<file path="config.mk">
export PLATFORM = sky130hd
export DESIGN_NAME = pll_config_sequencer_unit
export DESIGN_NICKNAME = d
export VERILOG_FILES = /design/src/hw/rtl/pcs_pkg.sv /design/src/hw/rtl/pcs_ctrl.sv /design/src/hw/rtl/pcs_dpath.sv /design/src/hw/rtl/pll_config_sequencer_unit.sv
export SDC_FILE = /design/constraint.sdc
export NUM_CORES = 1
export LEC_CHECK = 0
export BUFFER_PORTS_ARGS = -buffer_cell sky130_fd_sc_hd__clkbuf_2
export CAP_MARGIN = 25
export CORE_MARGIN = 10
export CORE_UTILIZATION = 48
export CTS_CLUSTER_DIAMETER = 80
export DETAILED_ROUTE_END_ITERATION = 12
export GPL_TIMING_DRIVEN = 0
export HOLD_SLACK_MARGIN = 0.02
export PLACE_DENSITY = 0.69
export SETUP_SLACK_MARGIN = 0.5
export SLEW_MARGIN = 20
export SYNTH_ARGS = -nofsm -noshare
export SYNTH_HDL_FRONTEND = slang
export SYNTH_HIERARCHICAL = 1
export SYNTH_SLANG_ARGS = --single-unit
</file>
<file path="constraint.sdc">
create_clock -name clk_i -period 5.9 [get_ports clk_i]
set_input_delay 0.295 -clock clk_i [delete_from_list [all_inputs] [get_ports clk_i]]
set_output_delay 0.295 -clock clk_i [all_outputs]
set_load 0.1 [all_outputs]
</file>
<file path="src/hw/rtl/pcs_pkg.sv">
// Package for the PLL configuration sequencer.
// Holds action, status and register index codes and the controller/datapath bundles.
// No dependencies.
package pcs_pkg;

  localparam logic CMD_CONFIGURE   = 1'b0;
  localparam logic CMD_LOCK_SAMPLE = 1'b1;

  localparam logic [3:0] ACT_XTAL_ON    = 4'd0;
  localparam logic [3:0] ACT_SEL_XTAL   = 4'd1;
  localparam logic [3:0] ACT_BYPASS     = 4'd2;
  localparam logic [3:0] ACT_CLEAR_DIV  = 4'd3;
  localparam logic [3:0] ACT_PLL_OFF    = 4'd4;
  localparam logic [3:0] ACT_WRITE_MULT = 4'd5;
  localparam logic [3:0] ACT_SET_DIV    = 4'd6;
  localparam logic [3:0] ACT_ENABLE_CLK = 4'd7;
  localparam logic [3:0] ACT_DONE       = 4'd8;
  localparam logic [3:0] ACT_ERROR      = 4'd9;

  localparam logic [1:0] ST_OK       = 2'd0;
  localparam logic [1:0] ST_NO_COMBO = 2'd1;
  localparam logic [1:0] ST_TIMEOUT  = 2'd2;

  localparam logic [1:0] CFG_SOURCE_SELECT   = 2'd0;
  localparam logic [1:0] CFG_CRYSTAL_FREQ    = 2'd1;
  localparam logic [1:0] CFG_LOCK_POLL_LIMIT = 2'd2;

  localparam logic [31:0] INT_OSC_HZ      = 32'd10000000;
  localparam logic [31:0] POLL_LIMIT_RST  = 32'd1000;

  typedef struct packed {
    logic       load;
    logic       step;
    logic       take_hit;
    logic       poll_dec;
    logic       poll_reload;
    logic       lock_inc;
    logic       emit;
    logic [3:0] act;
    logic [1:0] st;
    logic       last;
  } pcs_cmd_t;

  typedef struct packed {
    logic src_xtal;
    logic hit;
    logic search_end;
    logic out_free;
    logic polls_zero;
    logic polls_one;
    logic locks_final;
  } pcs_sts_t;

endpackage

</file>
<file path="src/hw/rtl/pcs_ctrl.sv">
// Controller state machine of the PLL configuration sequencer.
// Sequences search and result emission; depends on pcs_pkg.
module pcs_ctrl (
  input  logic             clk_i,
  input  logic             rst_ni,
  input  logic             in_valid_i,
  output logic             in_stall_o,
  input  logic             cmd_i,
  input  logic             lock_seen_i,
  input  pcs_pkg::pcs_sts_t sts_i,
  output pcs_pkg::pcs_cmd_t cmd_o
);

  localparam logic [3:0] S_IDLE = 4'd0;
  localparam logic [3:0] S_XON  = 4'd1;
  localparam logic [3:0] S_XSEL = 4'd2;
  localparam logic [3:0] S_SRCH = 4'd3;
  localparam logic [3:0] S_BYP  = 4'd4;
  localparam logic [3:0] S_CLR  = 4'd5;
  localparam logic [3:0] S_OFF  = 4'd6;
  localparam logic [3:0] S_WMUL = 4'd7;
  localparam logic [3:0] S_SDIV = 4'd8;
  localparam logic [3:0] S_ENCK = 4'd9;
  localparam logic [3:0] S_DONE = 4'd10;
  localparam logic [3:0] S_ERRN = 4'd11;
  localparam logic [3:0] S_ERRT = 4'd12;

  logic [3:0] state_q, state_d;
  logic       locking_q, locking_d;
  logic       accept;
  logic [3:0] emit_next;

  assign in_stall_o = (state_q != S_IDLE);
  assign accept     = in_valid_i && (state_q == S_IDLE);

  always_comb begin
    state_d   = state_q;
    locking_d = locking_q;
    cmd_o     = '0;
    cmd_o.act = pcs_pkg::ACT_XTAL_ON;
    cmd_o.st  = pcs_pkg::ST_OK;
    emit_next = S_IDLE;
    case (state_q)
      S_IDLE: begin
        if (accept) begin
          if (cmd_i == pcs_pkg::CMD_CONFIGURE) begin
            cmd_o.load = 1'b1;
            locking_d  = 1'b0;
            state_d    = sts_i.src_xtal ? S_XON : S_SRCH;
          end else if (locking_q) begin
            if (sts_i.polls_zero) begin
              locking_d = 1'b0;
              state_d   = S_ERRT;
            end else if (!lock_seen_i) begin
              cmd_o.poll_dec = 1'b1;
              if (sts_i.polls_one) begin
                locking_d = 1'b0;
                state_d   = S_ERRT;
              end
            end else begin
              cmd_o.lock_inc = 1'b1;
              if (sts_i.locks_final) begin
                locking_d = 1'b0;
                state_d   = S_SDIV;
              end else begin
                cmd_o.poll_reload = 1'b1;
                state_d           = S_OFF;
              end
            end
          end
        end
      end
      S_SRCH: begin
        if (sts_i.hit) begin
          cmd_o.take_hit = 1'b1;
          locking_d      = 1'b1;
          state_d        = S_BYP;
        end else if (sts_i.search_end) begin
          state_d = S_ERRN;
        end else begin
          cmd_o.step = 1'b1;
        end
      end
      default: begin
        case (state_q)
          S_XON: begin
            cmd_o.act = pcs_pkg::ACT_XTAL_ON;
            emit_next = S_XSEL;
          end
          S_XSEL: begin
            cmd_o.act = pcs_pkg::ACT_SEL_XTAL;
            emit_next = S_SRCH;
          end
          S_BYP: begin
            cmd_o.act = pcs_pkg::ACT_BYPASS;
            emit_next = S_CLR;
          end
          S_CLR: begin
            cmd_o.act = pcs_pkg::ACT_CLEAR_DIV;
            emit_next = S_OFF;
          end
          S_OFF: begin
            cmd_o.act = pcs_pkg::ACT_PLL_OFF;
            emit_next = S_WMUL;
          end
          S_WMUL: begin
            cmd_o.act  = pcs_pkg::ACT_WRITE_MULT;
            cmd_o.last = 1'b1;
          end
          S_SDIV: begin
            cmd_o.act = pcs_pkg::ACT_SET_DIV;
            emit_next = S_ENCK;
          end
          S_ENCK: begin
            cmd_o.act = pcs_pkg::ACT_ENABLE_CLK;
            emit_next = S_DONE;
          end
          S_DONE: begin
            cmd_o.act  = pcs_pkg::ACT_DONE;
            cmd_o.last = 1'b1;
          end
          S_ERRN: begin
            cmd_o.act  = pcs_pkg::ACT_ERROR;
            cmd_o.st   = pcs_pkg::ST_NO_COMBO;
            cmd_o.last = 1'b1;
          end
          S_ERRT: begin
            cmd_o.act  = pcs_pkg::ACT_ERROR;
            cmd_o.st   = pcs_pkg::ST_TIMEOUT;
            cmd_o.last = 1'b1;
          end
          default: begin
            emit_next = S_IDLE;
          end
        endcase
        if (sts_i.out_free) begin
          cmd_o.emit = (state_q <= S_ERRT);
          state_d    = emit_next;
        end
      end
    endcase
  end

  always_ff @(posedge clk_i or negedge rst_ni) begin
    if (!rst_ni) begin
      state_q   <= S_IDLE;
      locking_q <= 1'b0;
    end else begin
      state_q   <= state_d;
      locking_q <= locking_d;
    end
  end

endmodule

</file>
<file path="src/hw/rtl/pcs_dpath.sv">
// Datapath of the PLL configuration sequencer.
// Holds configuration, divider/multiplier search, lock counters and the result register;
// depends on pcs_pkg.
module pcs_dpath #(
  parameter int LOCK_REPEATS = 5,
  parameter int MULT_MAX     = 127,
  parameter int DIV_MAX      = 63
) (
  input  logic              clk_i,
  input  logic              rst_ni,
  input  logic              cfg_we_i,
  input  logic [1:0]        cfg_idx_i,
  input  logic [31:0]       cfg_wdata_i,
  input  logic [31:0]       target_freq_i,
  input  pcs_pkg::pcs_cmd_t cmd_i,
  output pcs_pkg::pcs_sts_t sts_o,
  output logic              out_valid_o,
  input  logic              out_stall_i,
  output logic [3:0]        action_o,
  output logic [9:0]        reg_value_o,
  output logic [1:0]        status_o,
  output logic [31:0]       sys_freq_o,
  output logic [29:0]       low_speed_freq_o,
  output logic [30:0]       pwm_freq_o,
  output logic              last_o
);

  logic        src_sel_q;
  logic [31:0] xtal_q;
  logic [31:0] limit_q;

  logic [31:0] src_q, tgt_q, cpu_q, polls_q;
  logic [6:0]  m_q, mult_q;
  logic [5:0]  d_q, div_q;
  logic [38:0] p_q;
  logic [37:0] td_q;
  logic [2:0]  locks_q;
  logic [39:0] diff;
  logic [31:0] src_d;

  logic        ov_q, last_q;
  logic [3:0]  act_q;
  logic [9:0]  reg_q;
  logic [1:0]  st_q;
  logic [31:0] sys_q;

  assign src_d = src_sel_q ? xtal_q : pcs_pkg::INT_OSC_HZ;
  assign diff  = {1'b0, p_q} - {2'b0, td_q};

  assign sts_o.src_xtal    = src_sel_q;
  assign sts_o.hit         = !diff[39] && (diff[38:0] < {33'b0, d_q});
  assign sts_o.search_end  = (m_q == 7'(MULT_MAX)) && (d_q == 6'(DIV_MAX));
  assign sts_o.out_free    = !ov_q || !out_stall_i;
  assign sts_o.polls_zero  = (polls_q == 32'd0);
  assign sts_o.polls_one   = (polls_q == 32'd1);
  assign sts_o.locks_final = (({1'b0, locks_q} + 4'd1) >= 4'(LOCK_REPEATS));

  always_ff @(posedge clk_i or negedge rst_ni) begin
    if (!rst_ni) begin
      src_sel_q <= 1'b0;
      xtal_q    <= 32'd0;
      limit_q   <= pcs_pkg::POLL_LIMIT_RST;
    end else if (cfg_we_i) begin
      case (cfg_idx_i)
        pcs_pkg::CFG_SOURCE_SELECT:   src_sel_q <= cfg_wdata_i[0];
        pcs_pkg::CFG_CRYSTAL_FREQ:    xtal_q    <= cfg_wdata_i;
        pcs_pkg::CFG_LOCK_POLL_LIMIT: limit_q   <= cfg_wdata_i;
        default: begin
        end
      endcase
    end
  end

  always_ff @(posedge clk_i) begin
    if (cmd_i.load) begin
      src_q <= src_d;
      tgt_q <= target_freq_i;
      m_q   <= 7'd1;
      d_q   <= 6'd2;
      p_q   <= {7'b0, src_d};
      td_q  <= {5'b0, target_freq_i, 1'b0};
    end else if (cmd_i.step) begin
      if (m_q == 7'(MULT_MAX)) begin
        m_q  <= 7'd1;
        d_q  <= d_q + 6'd1;
        p_q  <= {7'b0, src_q};
        td_q <= td_q + {6'b0, tgt_q};
      end else begin
        m_q <= m_q + 7'd1;
        p_q <= p_q + {7'b0, src_q};
      end
    end
  end

  always_ff @(posedge clk_i or negedge rst_ni) begin
    if (!rst_ni) begin
      cpu_q   <= 32'd0;
      mult_q  <= 7'd0;
      div_q   <= 6'd0;
      polls_q <= 32'd0;
      locks_q <= 3'd0;
    end else begin
      if (cmd_i.take_hit) begin
        cpu_q   <= tgt_q;
        mult_q  <= m_q;
        div_q   <= d_q;
        polls_q <= limit_q;
        locks_q <= 3'd0;
      end else begin
        if (cmd_i.poll_dec) begin
          polls_q <= polls_q - 32'd1;
        end else if (cmd_i.poll_reload) begin
          polls_q <= limit_q;
        end
        if (cmd_i.lock_inc) begin
          locks_q <= locks_q + 3'd1;
        end
      end
    end
  end

  always_ff @(posedge clk_i or negedge rst_ni) begin
    if (!rst_ni) begin
      ov_q <= 1'b0;
    end else if (cmd_i.emit) begin
      ov_q <= 1'b1;
    end else if (!out_stall_i) begin
      ov_q <= 1'b0;
    end
  end

  always_ff @(posedge clk_i) begin
    if (cmd_i.emit) begin
      act_q  <= cmd_i.act;
      st_q   <= cmd_i.st;
      last_q <= cmd_i.last;
      case (cmd_i.act)
        pcs_pkg::ACT_WRITE_MULT: reg_q <= {3'b0, mult_q};
        pcs_pkg::ACT_SET_DIV:    reg_q <= {4'b0, div_q - 6'd1};
        default:                 reg_q <= 10'd0;
      endcase
      sys_q <= (cmd_i.act == pcs_pkg::ACT_DONE) ? cpu_q : 32'd0;
    end
  end

  assign out_valid_o      = ov_q;
  assign action_o         = act_q;
  assign reg_value_o      = reg_q;
  assign status_o         = st_q;
  assign sys_freq_o       = sys_q;
  assign low_speed_freq_o = sys_q[31:2];
  assign pwm_freq_o       = sys_q[31:1];
  assign last_o           = last_q;

endmodule

</file>
<file path="src/hw/rtl/pll_config_sequencer_unit.sv">
// PLL configuration sequencer top level; instantiates pcs_ctrl and pcs_dpath, uses pcs_pkg.
// Configure request: decode, crystal actions if the crystal is selected, then the search tests one
// divider/multiplier pair per cycle (divider 2..DIV_MAX, multiplier 1..MULT_MAX), then the results.
// Lock sample: decode, then its results; an unlocked sample emits a result only on poll timeout.
// One request at a time; results wait in a single output register under stall.
// Reset: idle, not locking, configuration at reset values, no result pending.
module pll_config_sequencer_unit #(
  parameter int LOCK_REPEATS = 5,
  parameter int MULT_MAX     = 127,
  parameter int DIV_MAX      = 63
) (
  input  logic        clk_i,
  input  logic        rst_ni,
  input  logic        cfg_we_i,
  input  logic [1:0]  cfg_idx_i,
  input  logic [31:0] cfg_wdata_i,
  input  logic        in_valid_i,
  output logic        in_stall_o,
  input  logic        cmd_i,
  input  logic [31:0] target_freq_i,
  input  logic        lock_seen_i,
  output logic        out_valid_o,
  input  logic        out_stall_i,
  output logic [3:0]  action_o,
  output logic [9:0]  reg_value_o,
  output logic [1:0]  status_o,
  output logic [31:0] sys_freq_o,
  output logic [29:0] low_speed_freq_o,
  output logic [30:0] pwm_freq_o,
  output logic        last_o
);

  pcs_pkg::pcs_cmd_t ctl_cmd;
  pcs_pkg::pcs_sts_t dp_sts;

  pcs_ctrl u_ctrl (
    .clk_i       (clk_i),
    .rst_ni      (rst_ni),
    .in_valid_i  (in_valid_i),
    .in_stall_o  (in_stall_o),
    .cmd_i       (cmd_i),
    .lock_seen_i (lock_seen_i),
    .sts_i       (dp_sts),
    .cmd_o       (ctl_cmd)
  );

  pcs_dpath #(
    .LOCK_REPEATS (LOCK_REPEATS),
    .MULT_MAX     (MULT_MAX),
    .DIV_MAX      (DIV_MAX)
  ) u_dpath (
    .clk_i            (clk_i),
    .rst_ni           (rst_ni),
    .cfg_we_i         (cfg_we_i),
    .cfg_idx_i        (cfg_idx_i),
    .cfg_wdata_i      (cfg_wdata_i),
    .target_freq_i    (target_freq_i),
    .cmd_i            (ctl_cmd),
    .sts_o            (dp_sts),
    .out_valid_o      (out_valid_o),
    .out_stall_i      (out_stall_i),
    .action_o         (action_o),
    .reg_value_o      (reg_value_o),
    .status_o         (status_o),
    .sys_freq_o       (sys_freq_o),
    .low_speed_freq_o (low_speed_freq_o),
    .pwm_freq_o       (pwm_freq_o),
    .last_o           (last_o)
  );

  a_cfg_busy: assert property (@(posedge clk_i) disable iff (!rst_ni)
    in_valid_i && !in_stall_o && (cmd_i == pcs_pkg::CMD_CONFIGURE) |=> in_stall_o)
    else $error("configure request did not start a sequence");

  a_done_last: assert property (@(posedge clk_i) disable iff (!rst_ni)
    out_valid_o && ((action_o == pcs_pkg::ACT_DONE) || (action_o == pcs_pkg::ACT_ERROR))
    |-> last_o)
    else $error("done or error result not marked last");

  a_status_err: assert property (@(posedge clk_i) disable iff (!rst_ni)
    out_valid_o && (status_o != pcs_pkg::ST_OK) |-> (action_o == pcs_pkg::ACT_ERROR))
    else $error("nonzero status on a non-error result");

  a_freq_done: assert property (@(posedge clk_i) disable iff (!rst_ni)
    out_valid_o && (action_o != pcs_pkg::ACT_DONE) |-> (sys_freq_o == 32'd0))
    else $error("frequency reported outside done result");

endmodule
</file>
==> flow_summary_export.csv <==
group,metric,value,unit
outcome,outcome,"completed",
timing,fin_crit,5.25,ns
timing,rsz0062_at_grt,"yes",
synthesis,ys.warnings.count,6,
timing,setup_ws,0.647,ns
synthesis,synth_xor_area_frac,0.0395,
finish,drive_gt1_frac,0.225,
global_route,grt_pass1_vias,17400,
cts,cts_sinks,351,
route,wl_per_cell,20.4,um
route,drt_wl_total,62.4,mm
cts,tritoncts,"yes",
route,ant_nets,0,
synthesis,yosysUniqueCellTypes,92,
route,drtIter0Drc,1494,
finish,stdcell_count,3053,
synthesis,synth_top_family_by_area,"compound AO/OA/AOI/OAI gates",
pwr,power_density,529,nW/um^2
min_path,hold_end,"u_dpath/out_valid_o$_DFFE_PN0P_",
floorplanning,die-area,53200,um^2
global_route,grt_first_pass_wirelength,97.8,mm
route,avgViaCountPerCell,5.81,
cts,h-tree-depth,2,
placement,dp_slack,-0.954,ns
pwr,p_leak,10.9,nW
placement,dpl.cell_count,2906,
synthesis,netlist_instances,2125,
synthesis,synth_top_cell_area_share,0.245,
finish,layout.nets,2621,
synthesis,synth_fa_ha_area_frac,0.0704,
synthesis,syn_avg_cell_area,10.0,um^2
finish,diodes,0,
floorplanning,fp.dieH,231,um
synthesis,synth.largest_area_cell,"edfxtp_1",
synthesis,ys_seq_area_frac,0.448,
setup_path,critPathKind,"flop to flop",
global_route,overflow,0,
floorplanning,std_cell_rows,77,
synthesis,synth_edf_count,174,
setup_path,start_kind,"flop",
synthesis,synth.area.mux_share,0.0712,
flow_run,maxCapViolCount,0,
cts,clk_latency,0.58,ns
finish,layout_commonest_cell,"clkbuf_2",
cts,path_clk_slew,0.06,ns
placement,dp_hpwl,47.2,mm
pwr,peakVddDrop,0.565,mV
synthesis,synth-simple-area-share,0.152,
setup_path,cp.arrival,5.75,ns
timing,slew_viol_final,0,
synthesis,syn_area,21300,um^2
floorplanning,io_pins,185,
floorplanning,start_util,0.484,
route,drc,0,
cts,ctsLongestPathBuffers,3,
setup_path,r2r-start,"u_dpath/td_q[5]$_DFFE_PP_",
setup_path,required,6.40,ns
timing,relSlewSlack,0.370,
setup_path,critPathMaxFanout,7,
synthesis,synthArstFlopShare,0.430,
global_route,grt_start_max_net_pins,65,
min_path,min_path_type,"primary input to flop",
synthesis,synthFlopType,"edfxtp_1",
min_path,min-delay-start,"out_stall_i",
finish,area_growth,19.7,%
synthesis,synthTopCellsByArea,"edfxtp_1 (25%), dfrtp_1 (17%), ha_1 (6.8%)",
timing,finalSetupViolations,0,
global_route,grtUsageTotal,0.229,
floorplanning,die_w,231,um
placement,port_buffers,180,
timing,worst_slew_pin_slew,0.945,ns
route,first_pass_iters,6,
setup_path,ff2ff_path_depth,20,
global_route,antenna_found_initial,0,
synthesis,synth-compound-area-share,0.162,
timing,final_hold_viol_count,0,
setup_path,end_kind,"flop",
synthesis,synth-seq-cells,351,
min_path,holdPathStages,3,
floorplanning,fp.coreArea,44000,um^2
timing,post-route-period-util,0.890,
cts,root_buffer,"clkbuf_16",
route,routed-via-count,17700,
timing,clock.fmax,190,MHz
finish,mostFrequentLayoutCells,"clkbuf_2 (189), edfxtp_1 (174), nand2_1 (169)",
timing,holdWs,0.0415,ns
timing,skew,0.0330,ns
setup_path,r2r_slack,0.65,ns
placement,gp_congestion,0.963,
setup_path,rr_endpoint,"u_dpath/p_q[38]$_SDFFE_PP0P_",
cts,cts_made_buffers,40,
==> synthesized netlist by cell type (42+ instances only) <==
cell	number
inv_1	84
ha_1	115
a21o_1	47
clkbuf_1	81
a21oi_1	151
edfxtp_1	174
dfrtp_1	145
o21ai_0	149
nand2_1	171
mux2_2	123
and2_1	61
buf_4	69
nor3_1	42
nor2_1	127
xnor2_1	55
==> worst max path at each step <==
stage,slack [ns],start,end,depth (start not counted)
3_3_place_gp,-1.00,u_ctrl/state_q[2]$_DFFE_PN0P_,u_dpath/td_q[29]$_DFFE_PP_,8
5_1_grt,0.43,u_dpath/td_q[5]$_DFFE_PP_,u_dpath/p_q[38]$_SDFFE_PP0P_,20
3_5_place_dp,-0.95,u_dpath/p_q[0]$_DFFE_PP_,u_dpath/polls_q[21]$_DFFE_PN0P_,26
4_1_cts,0.48,u_dpath/td_q[4]$_DFFE_PP_,u_dpath/p_q[38]$_SDFFE_PP0P_,20
6_report,0.65,u_dpath/td_q[5]$_DFFE_PP_,u_dpath/p_q[38]$_SDFFE_PP0P_,20
2_1_floorplan,0.94,u_dpath/p_q[0]$_DFFE_PP_,u_dpath/p_q[38]$_SDFFE_PP0P_,26
==> routing by layer <==
layer / track usage / vias to the layer above / share of wire / routed length [um]
met3: 0.0374 / 79 / 0.066 / 4110
met1: 0.305 / 8698 / 0.44 / 27300
met5: 0 / - / 0 / 0
met2: 0.375 / 629 / 0.47 / 29500
met4: 0.0726 / 0 / 0.024 / 1520
li1: - / 8329 / - / -
==> flip-flops by register name, summed over array words and instances (netlist names), 2 cells and up <==
name / count
u_dpath/reg_value_o: 7
u_dpath/tgt_q: 32
u_dpath/polls_q: 32
u_dpath/sys_freq_o: 32
u_dpath/div_q: 6
u_dpath/cpu_q: 32
u_dpath/m_q: 7
u_ctrl/state_q: 4
u_dpath/limit_q: 32
u_dpath/action_o: 4
u_dpath/d_q: 6
u_dpath/status_o: 2
u_dpath/locks_q: 3
u_dpath/xtal_q: 32
u_dpath/td_q: 38
u_dpath/mult_q: 7
u_dpath/p_q: 39
u_dpath/src_q: 32
==> kinds of logic after synthesis <==
family / after synthesis
adder cells (fa/ha/maj): 118
flip-flops: 351
buffers and inverters: 251
AND/OR/NAND/NOR: 629
other: 1
XOR/XNOR: 96
multiplexers: 136
AO/OA/AOI/OAI: 543
==> through the flow <==
stage               instance area [um^2]   util  TNS (ns)  power, mW
floorplan                          21300      -         0       9.37
global placement                   22900  0.521    -98.07       10.6
detailed placement                 23200  0.526    -50.68       10.8
CTS                                25200  0.573         0       13.4
global route                       25500  0.579         0       14.2
finish                             25500  0.579         0       13.5
==> power breakdown <==
group	leakage, nW	switching [mW]	internal (mW)
sequential	3.80	0.366	3.23
clock	0.660	1.05	1.48
combinational	6.45	5.22	2.13
==> cell type report <==
cell class / count / area (um^2)
buffer: 164 / 970
sequential: 351 / 9530
fill: 3750 / 18500
timing repair buffer: 260 / 1800
inverter: 87 / 334
tap: 592 / 741
clock buffer: 51 / 1150
multi-input combinational: 1525 / 10800
clock inverter: 22 / 194
timing repair inverter: 1 / 6.26
==> critical path, cell delays in order, from the launching register on <==
cell and delay [ns]:
edfxtp_1 0.43, inv_2 0.12, ha_2 0.31, a21o_1 0.20, or3_1 0.34, o22ai_2 0.27, o31a_4 0.21, o22ai_2 0.10
o31ai_4 0.29, o21a_1 0.23, a21oi_1 0.05, o211ai_1 0.34, nor4_4 0.05, buf_4 0.17, nor4b_4 0.47, and3_4 0.30
and3_2 0.25, nand3_1 0.12, or3_1 0.35, or4b_1 0.48, nand3_1 0.08
==> timing repair <==
item	in CTS	in global routing
cloned	1	0
hold buffers	64	0
pin swaps	3	13
endpoints found under the hold margin	145	0
resized for setup	26	74
setup buffers	2	7
endpoints found under the setup margin	196	192
(Power assumes the default switching activity.)
